[src/sv/assert_macros.svh]
// Assertion helpers shared by the RTL.
`ifndef ASSERT_MACROS_SVH
`define ASSERT_MACROS_SVH

`ifndef SYNTHESIS
`define ASSERT_CLK(label, clk, rst_n, prop) \
    label: assert property (@(posedge clk) disable iff (!(rst_n)) prop) \
        else $error("assertion failed");
`define ASSERT_NEVER(label, clk, rst_n, cond) \
    label: assert property (@(posedge clk) disable iff (!(rst_n)) !(cond)) \
        else $error("forbidden condition seen");
`else
`define ASSERT_CLK(label, clk, rst_n, prop)
`define ASSERT_NEVER(label, clk, rst_n, cond)
`endif

`endif

[src/sv/cld_pkg.sv]
package cld_pkg;

    localparam int HDR_W      = 16;
    localparam int BODY_W     = 24;
    localparam int CFG_W      = 24;
    localparam int CFG_IDX_W  = 2;
    localparam int HCNT_W     = HDR_W + 1;
    localparam int LEN_W      = BODY_W + 1;
    localparam int ACC_W      = LEN_W + 4;
    localparam int NAME_LEN   = 14;
    localparam int NIDX_W     = 4;

    localparam logic [CFG_IDX_W-1:0] CFG_MAX_HDR  = 2'd0;
    localparam logic [CFG_IDX_W-1:0] CFG_MAX_BODY = 2'd1;

    localparam logic [HDR_W-1:0]  MAX_HDR_RST  = 16'd8192;
    localparam logic [BODY_W-1:0] MAX_BODY_RST = 24'd8388608;

    localparam logic [1:0] KIND_BODY  = 2'd0;
    localparam logic [1:0] KIND_EMPTY = 2'd1;
    localparam logic [1:0] KIND_OVF   = 2'd2;

    localparam logic [7:0] CH_TAB   = 8'h09;
    localparam logic [7:0] CH_LF    = 8'h0a;
    localparam logic [7:0] CH_CR    = 8'h0d;
    localparam logic [7:0] CH_SP    = 8'h20;
    localparam logic [7:0] CH_COLON = 8'h3a;
    localparam logic [7:0] CH_0     = 8'h30;
    localparam logic [7:0] CH_9     = 8'h39;
    localparam logic [7:0] CH_UA    = 8'h41;
    localparam logic [7:0] CH_UZ    = 8'h5a;
    localparam logic [7:0] CASE_BIT = 8'h20;

    localparam logic [1:0] TM_NONE  = 2'd0;
    localparam logic [1:0] TM_CR    = 2'd1;
    localparam logic [1:0] TM_CRLF  = 2'd2;
    localparam logic [1:0] TM_CRLFCR = 2'd3;

    typedef enum logic [4:0] {
        PH_NAME   = 5'b00001,
        PH_SKIP   = 5'b00010,
        PH_LEAD   = 5'b00100,
        PH_DIGITS = 5'b01000,
        PH_TRAIL  = 5'b10000
    } t_phase;

    typedef struct packed {
        logic [HDR_W-1:0]  max_hdr;
        logic [BODY_W-1:0] max_body;
    } t_cfg;

    typedef struct packed {
        logic       valid;
        logic [1:0] kind;
        logic [7:0] data;
        logic       last;
    } t_result;

    function automatic logic [7:0] hdr_char(input logic [NIDX_W-1:0] idx);
        logic [7:0] c;
        unique case (idx)
            4'd0:    c = "c";
            4'd1:    c = "o";
            4'd2:    c = "n";
            4'd3:    c = "t";
            4'd4:    c = "e";
            4'd5:    c = "n";
            4'd6:    c = "t";
            4'd7:    c = "-";
            4'd8:    c = "l";
            4'd9:    c = "e";
            4'd10:   c = "n";
            4'd11:   c = "g";
            4'd12:   c = "t";
            4'd13:   c = "h";
            default: c = 8'h00;
        endcase
        return c;
    endfunction

endpackage

[src/sv/cld_cfg_regs.sv]
module cld_cfg_regs
    import cld_pkg::*;
(
    input  logic                 i_clk,
    input  logic                 i_rst_n,
    input  logic                 i_cfg_we,
    input  logic [CFG_IDX_W-1:0] i_cfg_idx,
    input  logic [CFG_W-1:0]     i_cfg_data,
    output t_cfg                 o_cfg
);

    logic [HDR_W-1:0]  r_max_hdr;
    logic [BODY_W-1:0] r_max_body;

    always_ff @(posedge i_clk) begin
        if (!i_rst_n) begin
            r_max_hdr  <= MAX_HDR_RST;
            r_max_body <= MAX_BODY_RST;
        end else if (i_cfg_we) begin
            if (i_cfg_idx == CFG_MAX_HDR) begin
                r_max_hdr <= i_cfg_data[HDR_W-1:0];
            end
            if (i_cfg_idx == CFG_MAX_BODY) begin
                r_max_body <= i_cfg_data[BODY_W-1:0];
            end
        end
    end

    assign o_cfg.max_hdr  = r_max_hdr;
    assign o_cfg.max_body = r_max_body;

endmodule

[src/sv/cld_core.sv]
`include "assert_macros.svh"

module cld_core
    import cld_pkg::*;
(
    input  logic       i_clk,
    input  logic       i_rst_n,
    input  logic       i_fire,
    input  logic [7:0] i_byte,
    input  t_cfg       i_cfg,
    output t_result    o_res
);

    logic              r_overflow, n_overflow;
    logic              r_in_body, n_in_body;
    logic [BODY_W-1:0] r_rem, n_rem;
    logic [HCNT_W-1:0] r_hc, n_hc;
    logic [1:0]        r_tm, n_tm;
    logic [NIDX_W-1:0] r_idx, n_idx;
    t_phase            r_phase, n_phase;
    logic              r_decided, n_decided;
    logic              r_ok, n_ok;
    logic [LEN_W-1:0]  r_len, n_len;

    logic              w_blank, w_digit, w_cr, w_lf, w_prev_cr, w_done;
    logic [7:0]        w_lc;
    logic [ACC_W-1:0]  w_acc;
    t_result           w_res;

    assign w_blank = (i_byte == CH_SP) || (i_byte == CH_TAB);
    assign w_digit = (i_byte >= CH_0) && (i_byte <= CH_9);
    assign w_cr    = (i_byte == CH_CR);
    assign w_lf    = (i_byte == CH_LF);
    assign w_lc    = ((i_byte >= CH_UA) && (i_byte <= CH_UZ)) ? (i_byte | CASE_BIT) : i_byte;
    assign w_prev_cr = (r_tm == TM_CR) || (r_tm == TM_CRLFCR);
    assign w_acc   = {1'b0, r_len, 3'b000} + {3'b000, r_len, 1'b0}
                   + {{(ACC_W-4){1'b0}}, i_byte[3:0]};

    always_comb begin
        n_overflow = r_overflow;
        n_in_body  = r_in_body;
        n_rem      = r_rem;
        n_hc       = r_hc;
        n_tm       = r_tm;
        n_idx      = r_idx;
        n_phase    = r_phase;
        n_decided  = r_decided;
        n_ok       = r_ok;
        n_len      = r_len;
        w_done     = 1'b0;
        w_res      = '0;

        if (!r_overflow) begin
            if (r_in_body) begin
                n_rem      = r_rem - 1'b1;
                w_res.valid = 1'b1;
                w_res.kind  = KIND_BODY;
                w_res.data  = i_byte;
                w_res.last  = (n_rem == '0);
                if (n_rem == '0) begin
                    n_in_body = 1'b0;
                end
            end else begin
                n_hc = r_hc + 1'b1;

                if (!r_decided) begin
                    unique case (r_phase)
                        PH_NAME: begin
                            if ((r_idx < NIDX_W'(NAME_LEN)) && (w_lc == hdr_char(r_idx))) begin
                                n_idx = r_idx + 1'b1;
                            end else if ((i_byte == CH_COLON) &&
                                         (r_idx == NIDX_W'(NAME_LEN))) begin
                                n_phase = PH_LEAD;
                            end else begin
                                n_phase = PH_SKIP;
                            end
                        end
                        PH_LEAD: begin
                            if (w_digit) begin
                                n_len   = {{(LEN_W-4){1'b0}}, i_byte[3:0]};
                                n_phase = PH_DIGITS;
                            end else if (!w_blank) begin
                                n_decided = 1'b1;
                                n_ok      = 1'b0;
                                n_phase   = PH_SKIP;
                            end
                        end
                        PH_DIGITS: begin
                            if (w_digit) begin
                                if (w_acc > {{(ACC_W-BODY_W){1'b0}}, i_cfg.max_body}) begin
                                    n_len = {1'b0, i_cfg.max_body} + 1'b1;
                                end else begin
                                    n_len = w_acc[LEN_W-1:0];
                                end
                            end else if (w_blank || w_cr) begin
                                n_phase = PH_TRAIL;
                            end else begin
                                n_decided = 1'b1;
                                n_ok      = 1'b0;
                                n_phase   = PH_SKIP;
                            end
                        end
                        PH_TRAIL: begin
                            if (w_lf && w_prev_cr) begin
                                n_decided = 1'b1;
                                n_ok      = 1'b1;
                            end else if (!(w_blank || w_cr)) begin
                                n_decided = 1'b1;
                                n_ok      = 1'b0;
                                n_phase   = PH_SKIP;
                            end
                        end
                        PH_SKIP: begin
                        end
                        default: begin
                            n_phase = PH_SKIP;
                        end
                    endcase
                end

                if (w_lf && w_prev_cr) begin
                    n_phase = PH_NAME;
                    n_idx   = '0;
                end

                if (w_cr) begin
                    n_tm = (r_tm == TM_CRLF) ? TM_CRLFCR : TM_CR;
                end else if (w_lf) begin
                    if (r_tm == TM_CR) begin
                        n_tm = TM_CRLF;
                    end else if (r_tm == TM_CRLFCR) begin
                        w_done = 1'b1;
                    end else begin
                        n_tm = TM_NONE;
                    end
                end else begin
                    n_tm = TM_NONE;
                end

                if (n_hc > {1'b0, i_cfg.max_hdr}) begin
                    n_overflow = 1'b1;
                    w_res.valid = 1'b1;
                    w_res.kind  = KIND_OVF;
                end else if (w_done) begin
                    if (n_decided && n_ok) begin
                        if (n_len > {1'b0, i_cfg.max_body}) begin
                            n_overflow = 1'b1;
                            w_res.valid = 1'b1;
                            w_res.kind  = KIND_OVF;
                        end else if (n_len == '0) begin
                            w_res.valid = 1'b1;
                            w_res.kind  = KIND_EMPTY;
                            w_res.last  = 1'b1;
                        end else begin
                            n_in_body = 1'b1;
                            n_rem     = n_len[BODY_W-1:0];
                        end
                    end
                end

                if (n_overflow || w_done) begin
                    n_hc      = '0;
                    n_tm      = TM_NONE;
                    n_idx     = '0;
                    n_phase   = PH_NAME;
                    n_decided = 1'b0;
                    n_ok      = 1'b0;
                    n_len     = '0;
                end
            end
        end
    end

    always_ff @(posedge i_clk) begin
        if (!i_rst_n) begin
            r_overflow <= 1'b0;
            r_in_body  <= 1'b0;
            r_rem      <= '0;
            r_hc       <= '0;
            r_tm       <= TM_NONE;
            r_idx      <= '0;
            r_phase    <= PH_NAME;
            r_decided  <= 1'b0;
            r_ok       <= 1'b0;
            r_len      <= '0;
        end else if (i_fire) begin
            r_overflow <= n_overflow;
            r_in_body  <= n_in_body;
            r_rem      <= n_rem;
            r_hc       <= n_hc;
            r_tm       <= n_tm;
            r_idx      <= n_idx;
            r_phase    <= n_phase;
            r_decided  <= n_decided;
            r_ok       <= n_ok;
            r_len      <= n_len;
        end
    end

    assign o_res = w_res;

    `ASSERT_NEVER(a_body_and_overflow, i_clk, i_rst_n, r_in_body && r_overflow)
    `ASSERT_NEVER(a_body_zero_rem, i_clk, i_rst_n, r_in_body && (r_rem == '0))
    `ASSERT_CLK(a_ovf_sticky, i_clk, i_rst_n, r_overflow |=> r_overflow)

endmodule

[src/sv/content_length_deframer_unit.sv]
// Content-Length deframer: takes one stream byte per transfer and returns the
// message bodies framed by CR LF CR LF header blocks with a content-length
// line. Each body byte leaves as one transfer (tuser kind body, tlast on its
// final byte); a zero length gives one empty-message transfer with tlast set.
// A header block longer than max_header_bytes or a length above
// max_body_bytes gives one overflow transfer, after which all input is
// consumed without output until reset. Throughput is one byte per clock when
// the output is not stalled by m_axis_tready; each byte is parsed between the
// input register and the output register by combinational logic.
// Write the limits only while the block is idle.
`include "assert_macros.svh"

module content_length_deframer_unit
    import cld_pkg::*;
(
    input  logic                 i_clk,
    input  logic                 i_rst_n,
    input  logic                 i_cfg_we,
    input  logic [CFG_IDX_W-1:0] i_cfg_idx,
    input  logic [CFG_W-1:0]     i_cfg_data,
    input  logic                 i_s_axis_tvalid,
    output logic                 o_s_axis_tready,
    input  logic [7:0]           i_s_axis_tdata,   // byte_in
    output logic                 o_m_axis_tvalid,
    input  logic                 i_m_axis_tready,
    output logic [7:0]           o_m_axis_tdata,   // data
    output logic [1:0]           o_m_axis_tuser,   // kind
    output logic                 o_m_axis_tlast
);

    t_cfg       w_cfg;
    t_result    w_res;
    logic       w_fire;
    logic       r_in_valid;
    logic [7:0] r_in_byte;
    logic       r_out_valid;
    logic [7:0] r_out_data;
    logic [1:0] r_out_kind;
    logic       r_out_last;

    cld_cfg_regs u_cfg (
        .i_clk      (i_clk),
        .i_rst_n    (i_rst_n),
        .i_cfg_we   (i_cfg_we),
        .i_cfg_idx  (i_cfg_idx),
        .i_cfg_data (i_cfg_data),
        .o_cfg      (w_cfg)
    );

    cld_core u_core (
        .i_clk   (i_clk),
        .i_rst_n (i_rst_n),
        .i_fire  (w_fire),
        .i_byte  (r_in_byte),
        .i_cfg   (w_cfg),
        .o_res   (w_res)
    );

    assign w_fire          = r_in_valid && (!r_out_valid || i_m_axis_tready);
    assign o_s_axis_tready = !r_in_valid || w_fire;

    always_ff @(posedge i_clk) begin
        if (!i_rst_n) begin
            r_in_valid <= 1'b0;
        end else if (o_s_axis_tready) begin
            r_in_valid <= i_s_axis_tvalid;
        end
    end

    always_ff @(posedge i_clk) begin
        if (o_s_axis_tready && i_s_axis_tvalid) begin
            r_in_byte <= i_s_axis_tdata;
        end
    end

    always_ff @(posedge i_clk) begin
        if (!i_rst_n) begin
            r_out_valid <= 1'b0;
        end else if (w_fire) begin
            r_out_valid <= w_res.valid;
        end else if (i_m_axis_tready) begin
            r_out_valid <= 1'b0;
        end
    end

    always_ff @(posedge i_clk) begin
        if (w_fire) begin
            r_out_data <= w_res.data;
            r_out_kind <= w_res.kind;
            r_out_last <= w_res.last;
        end
    end

    assign o_m_axis_tvalid = r_out_valid;
    assign o_m_axis_tdata  = r_out_data;
    assign o_m_axis_tuser  = r_out_kind;
    assign o_m_axis_tlast  = r_out_last;

    `ASSERT_CLK(a_in_hold, i_clk, i_rst_n,
        (r_in_valid && !w_fire) |=> (r_in_valid && $stable(r_in_byte)))
    `ASSERT_CLK(a_nonbody_zero, i_clk, i_rst_n,
        (r_out_valid && (r_out_kind != KIND_BODY)) |-> (r_out_data == 8'h00))
    `ASSERT_CLK(a_empty_last, i_clk, i_rst_n,
        (r_out_valid && (r_out_kind == KIND_EMPTY)) |-> r_out_last)
    `ASSERT_CLK(a_ovf_final, i_clk, i_rst_n,
        (r_out_valid && i_m_axis_tready && (r_out_kind == KIND_OVF)) |=> !r_out_valid)

endmodule
[config.mk]
export PLATFORM = sky130hd
export DESIGN_NAME = content_length_deframer_unit
export DESIGN_NICKNAME = d
export VERILOG_FILES = /design/src/sv/cld_pkg.sv /design/src/sv/cld_cfg_regs.sv /design/src/sv/cld_core.sv /design/src/sv/content_length_deframer_unit.sv
export VERILOG_INCLUDE_DIRS = /design/src /design/src/sv
export SDC_FILE = /design/constraint.sdc
export NUM_CORES = 1
export LEC_CHECK = 0
export BUFFER_PORTS_ARGS = -buffer_cell sky130_fd_sc_hd__buf_2
export CAP_MARGIN = 20
export CORE_UTILIZATION = 29
export CTS_BUF_LIST = sky130_fd_sc_hd__clkbuf_16
export DETAILED_ROUTE_END_ITERATION = 7
export SYNTH_ARGS = -nofsm -noshare
export SYNTH_HDL_FRONTEND = slang
export SYNTH_SLANG_ARGS = --single-unit
[constraint.sdc]
create_clock -name i_clk -period 9.3 [get_ports i_clk]
set_clock_uncertainty 0.15 [all_clocks]
set_input_delay 1.86 -clock i_clk [delete_from_list [all_inputs] [get_ports i_clk]]
set_output_delay 1.86 -clock i_clk [all_outputs]
set_load 0.02 [all_outputs]
==> flow_metrics.env <==
export IMPL_outcome="finished clean"
export IMPL_rows=73
export IMPL_worstMarginPinSlew_ns=1.06
export IMPL_cts_root_buf="clkbuf_16"
export IMPL_dr_pass1_iters=6
export IMPL_hold_path_class="flop to flop"
export IMPL_power_leakage_uw=0.00523
export IMPL_grt_pass1_vias=10900
export IMPL_synth_top_family_by_area="simple AND/OR/NAND/NOR gates"
export IMPL_crit_path_frequent_cell="a21oi_1"
export IMPL_stdcell_count=2072
export IMPL_clkSinkCount=149
export IMPL_worstSkewPairLatency_ns=0.44
export IMPL_yosys_area_top_type="dfxtp_1"
export IMPL_htree_levels=4
export IMPL_min_period_ns=8.62
export IMPL_drive_above_1_share_pct=9.44
export IMPL_drt_iter0_drc=878
export IMPL_synth_seq_area_share_pct=27.1
export IMPL_grt_usage_pct=18.9
export IMPL_peakVddDrop_mv=0.100
export IMPL_yosysTopAreaCellShare_pct=22.3
export IMPL_timing_rr_end="u_core.r_rem[15]"
export IMPL_wl_per_cell_um=18.9
export IMPL_drc=0
export IMPL_crit_buf_inv=5
export IMPL_dpl_hpwl_um=30100
export IMPL_rsz0062_at_grt="no"
export IMPL_dp_cells=2040
export IMPL_synth_area_leaders="dfxtp_1 (22%), ha_1 (13%), a21oi_1 (6.3%)"
export IMPL_grt_overflow_total=0
export IMPL_grt_max_degree=73
export IMPL_fillers=4242
export IMPL_synth_most_common_cell="nand2_1"
export IMPL_areaGrowthSynthToFinish_pct=11.5
export IMPL_netlist_area_mm2=0.0117
export IMPL_synth_xor_xnor_area_share_pct=5.39
export IMPL_critPathMaxFanout=25
export IMPL_synth_common_cells="nand2_1 (196), a21oi_1 (147), dfxtp_1 (130)"
export IMPL_syn_area_per_cell_um2=7.67
export IMPL_syn_num_nets=1690
export IMPL_synthSimpleGateAreaFrac_pct=24.1
export IMPL_ys_warn_count=0
export IMPL_path_clk_slew_ns=0.07
export IMPL_critPathKind="flop to flop"
export IMPL_startpoint_type="flop"
export IMPL_hold_start="u_cfg.r_max_hdr[9]"
export IMPL_max_stage_delay_ns=0.56
export IMPL_drt_wl_total_um=39200
export IMPL_die_h_um=203
export IMPL_synthFlopType="dfxtp_1"
export IMPL_async_reset_ff_share_pct=0
export IMPL_dieWidth_um=203
export IMPL_hold_viol=0
export IMPL_min_path_cells=2
export IMPL_syn_inst=1524
export IMPL_antenna_found_initial=0
export IMPL_rr_worst_depth=37
export IMPL_cts_buffer_depth=2
export IMPL_finalSetupTns_ns=0
export IMPL_drt_antenna_violating_nets=0
export IMPL_critical_path_top_delay_family="compound AO/OA/AOI/OAI gates"
export IMPL_ctsHoldBuffers=0
export IMPL_finalSetupViolCount=0
export IMPL_gp_congestion=1.04
export IMPL_synth_compound_area_share_pct=22.9
export IMPL_drv_cap=0
export IMPL_ff2ff_setup_slack_ns=0.68
export IMPL_io_buffers=51
export IMPL_min_to="u_cfg.r_max_hdr[9]"
export IMPL_dieArea_mm2=0.0411
export IMPL_yosys_register_bits=149
export IMPL_timing_rr_start="r_in_byte[3]"
export IMPL_io_pins=52
export IMPL_cp_end_kind="flop"
export IMPL_vias_per_cell=5.56
export IMPL_power_density_mw_per_mm2=117
export IMPL_report_final_slew_viol_count=0
export IMPL_core_area_mm2=0.0397
export IMPL_grt_pass1_wl_um=61400
export IMPL_synth_edff_count=19
export IMPL_finalCritPeriodShare_pct=92.7
export IMPL_nets=1700
export IMPL_initial_core_util_pct=29.4
export IMPL_postCtsResizedCells=0
export IMPL_num_antenna_cells=0
export IMPL_ys_types=85
export IMPL_post_cts_buffers=0
export IMPL_slowest_stage="or4_4"
export IMPL_cts_tree="done"
export IMPL_cp_depth=37
export IMPL_clock_fmax_ghz=0.116
export IMPL_cp_arrival_ns=8.79
export IMPL_synthAdderAreaFrac_pct=13.7
export IMPL_required_ns=9.46
export IMPL_cts_buffers=17
export IMPL_relSlewSlack_pct=28.8
export IMPL_synth_mux_area_share_pct=1.07
export IMPL_via_count=11500
report_power, final:
group | total (uW) | internal, uW | switching (uW)
registers | 677 | 664 | 12.7
logic | 137 | 46.5 | 90.2
clock network | 715 | 403 | 312
total | 1530 | 1110 | 415
sequential cells by signal (all words and copies together), names as in the netlist, 5 cells and up, named ones only:
name	cells
u_core.r_rem	24
u_cfg.r_max_hdr	16
u_core.r_hc	17
u_cfg.r_max_body	24
o_m_axis_tdata	8
u_core.r_phase	5
r_in_byte	8
u_core.r_len	25
per-layer routing:
| layer | track usage (%) | wire (um) | up-vias |
|---|---|---|---|
| li1 | - | - | 5553 |
| met1 | 25.7 | 18000 | 5497 |
| met2 | 29.7 | 17500 | 402 |
| met3 | 3.07 | 2430 | 69 |
| met4 | 7.17 | 1300 | 0 |
| met5 | 0 | 0 | - |
worst reg2reg max path: cells and delay by family, from the launching register on:
kind	cells	cell delay, ns
simple gates	7	1.66
mux	1	0.22
flops	1	0.35
fa+ha+maj	4	1.47
buf+inv	5	0.93
xor+xnor	1	0.14
compound gates	19	3.58
layout by cell type, fill, tap and decap left out, drive strengths merged, types with 9 or more instances in the layout:
master and count:
a211oi 11, a21o 19, a21oi 149, a22oi 28, a31oi 19, a32oi 13, and2 10, and3 18
buf 76, clkbuf 17, dfxtp 130, edfxtp 19, ha 125, inv 91, nand2 197, nand2b 16
nand3 73, nand3b 9, nand4 33, nor2 115, nor3 36, nor4 20, o211ai 20, o21ai 79
o22ai 21, o31ai 16, or4 11, xnor2 54, xor2 18
how the worst max path moves through the flow:
stage / endpoint / slack (ns) / start
6_report: u_core.r_rem[15] / 0.68 / r_in_byte[3]
5_1_grt: u_core.r_rem[15] / 0.18 / r_in_byte[3]
4_1_cts: u_core.r_rem[15] / 0.43 / r_in_byte[3]
3_5_place_dp: u_core.r_rem[12] / 0.48 / r_in_byte[3]
3_3_place_gp: u_core.r_rem[10] / 0.55 / r_in_byte[3]
2_1_floorplan: u_core.r_rem[13] / 1.25 / r_in_byte[3]
cell type report:
class | instances | area (um^2) | share of cell area [%]
Multi-Input combinational cell | 1208 | 7870 | 60.3
Sequential cell | 149 | 3170 | 24.3
Tap cell | 525 | 657 | 5.03
Timing Repair Buffer | 76 | 443 | 3.40
Clock buffer | 17 | 425 | 3.26
Inverter | 82 | 309 | 2.37
Clock inverter | 15 | 166 | 1.28
stage by stage:
stage / hold WS [ns] / setup WS, ns / utilization (%) / power [uW] / instance area (um^2)
3_3_place_gp: 0.295 / 0.555 / 31.3 / 824 / 12400
3_5_place_dp: 0.297 / 0.484 / 31.3 / 826 / 12400
5_1_grt: 0.320 / 0.184 / 32.8 / 1580 / 13000
2_1_floorplan: 0.286 / 1.25 / - / 776 / 11700
4_1_cts: 0.307 / 0.435 / 32.8 / 1540 / 13000
6_report: 0.305 / 0.677 / 32.8 / 1530 / 13000
cell families (layout without fill, tap and decap cells):
group | after synthesis | count (layout)
flops | 149 | 149
fa+ha+maj | 127 | 127
xor+xnor | 72 | 72
compound gates | 419 | 419
mux | 12 | 12
simple gates | 578 | 578
buf+inv | 167 | 190
Note: power is estimated with default switching activity, not from simulation.
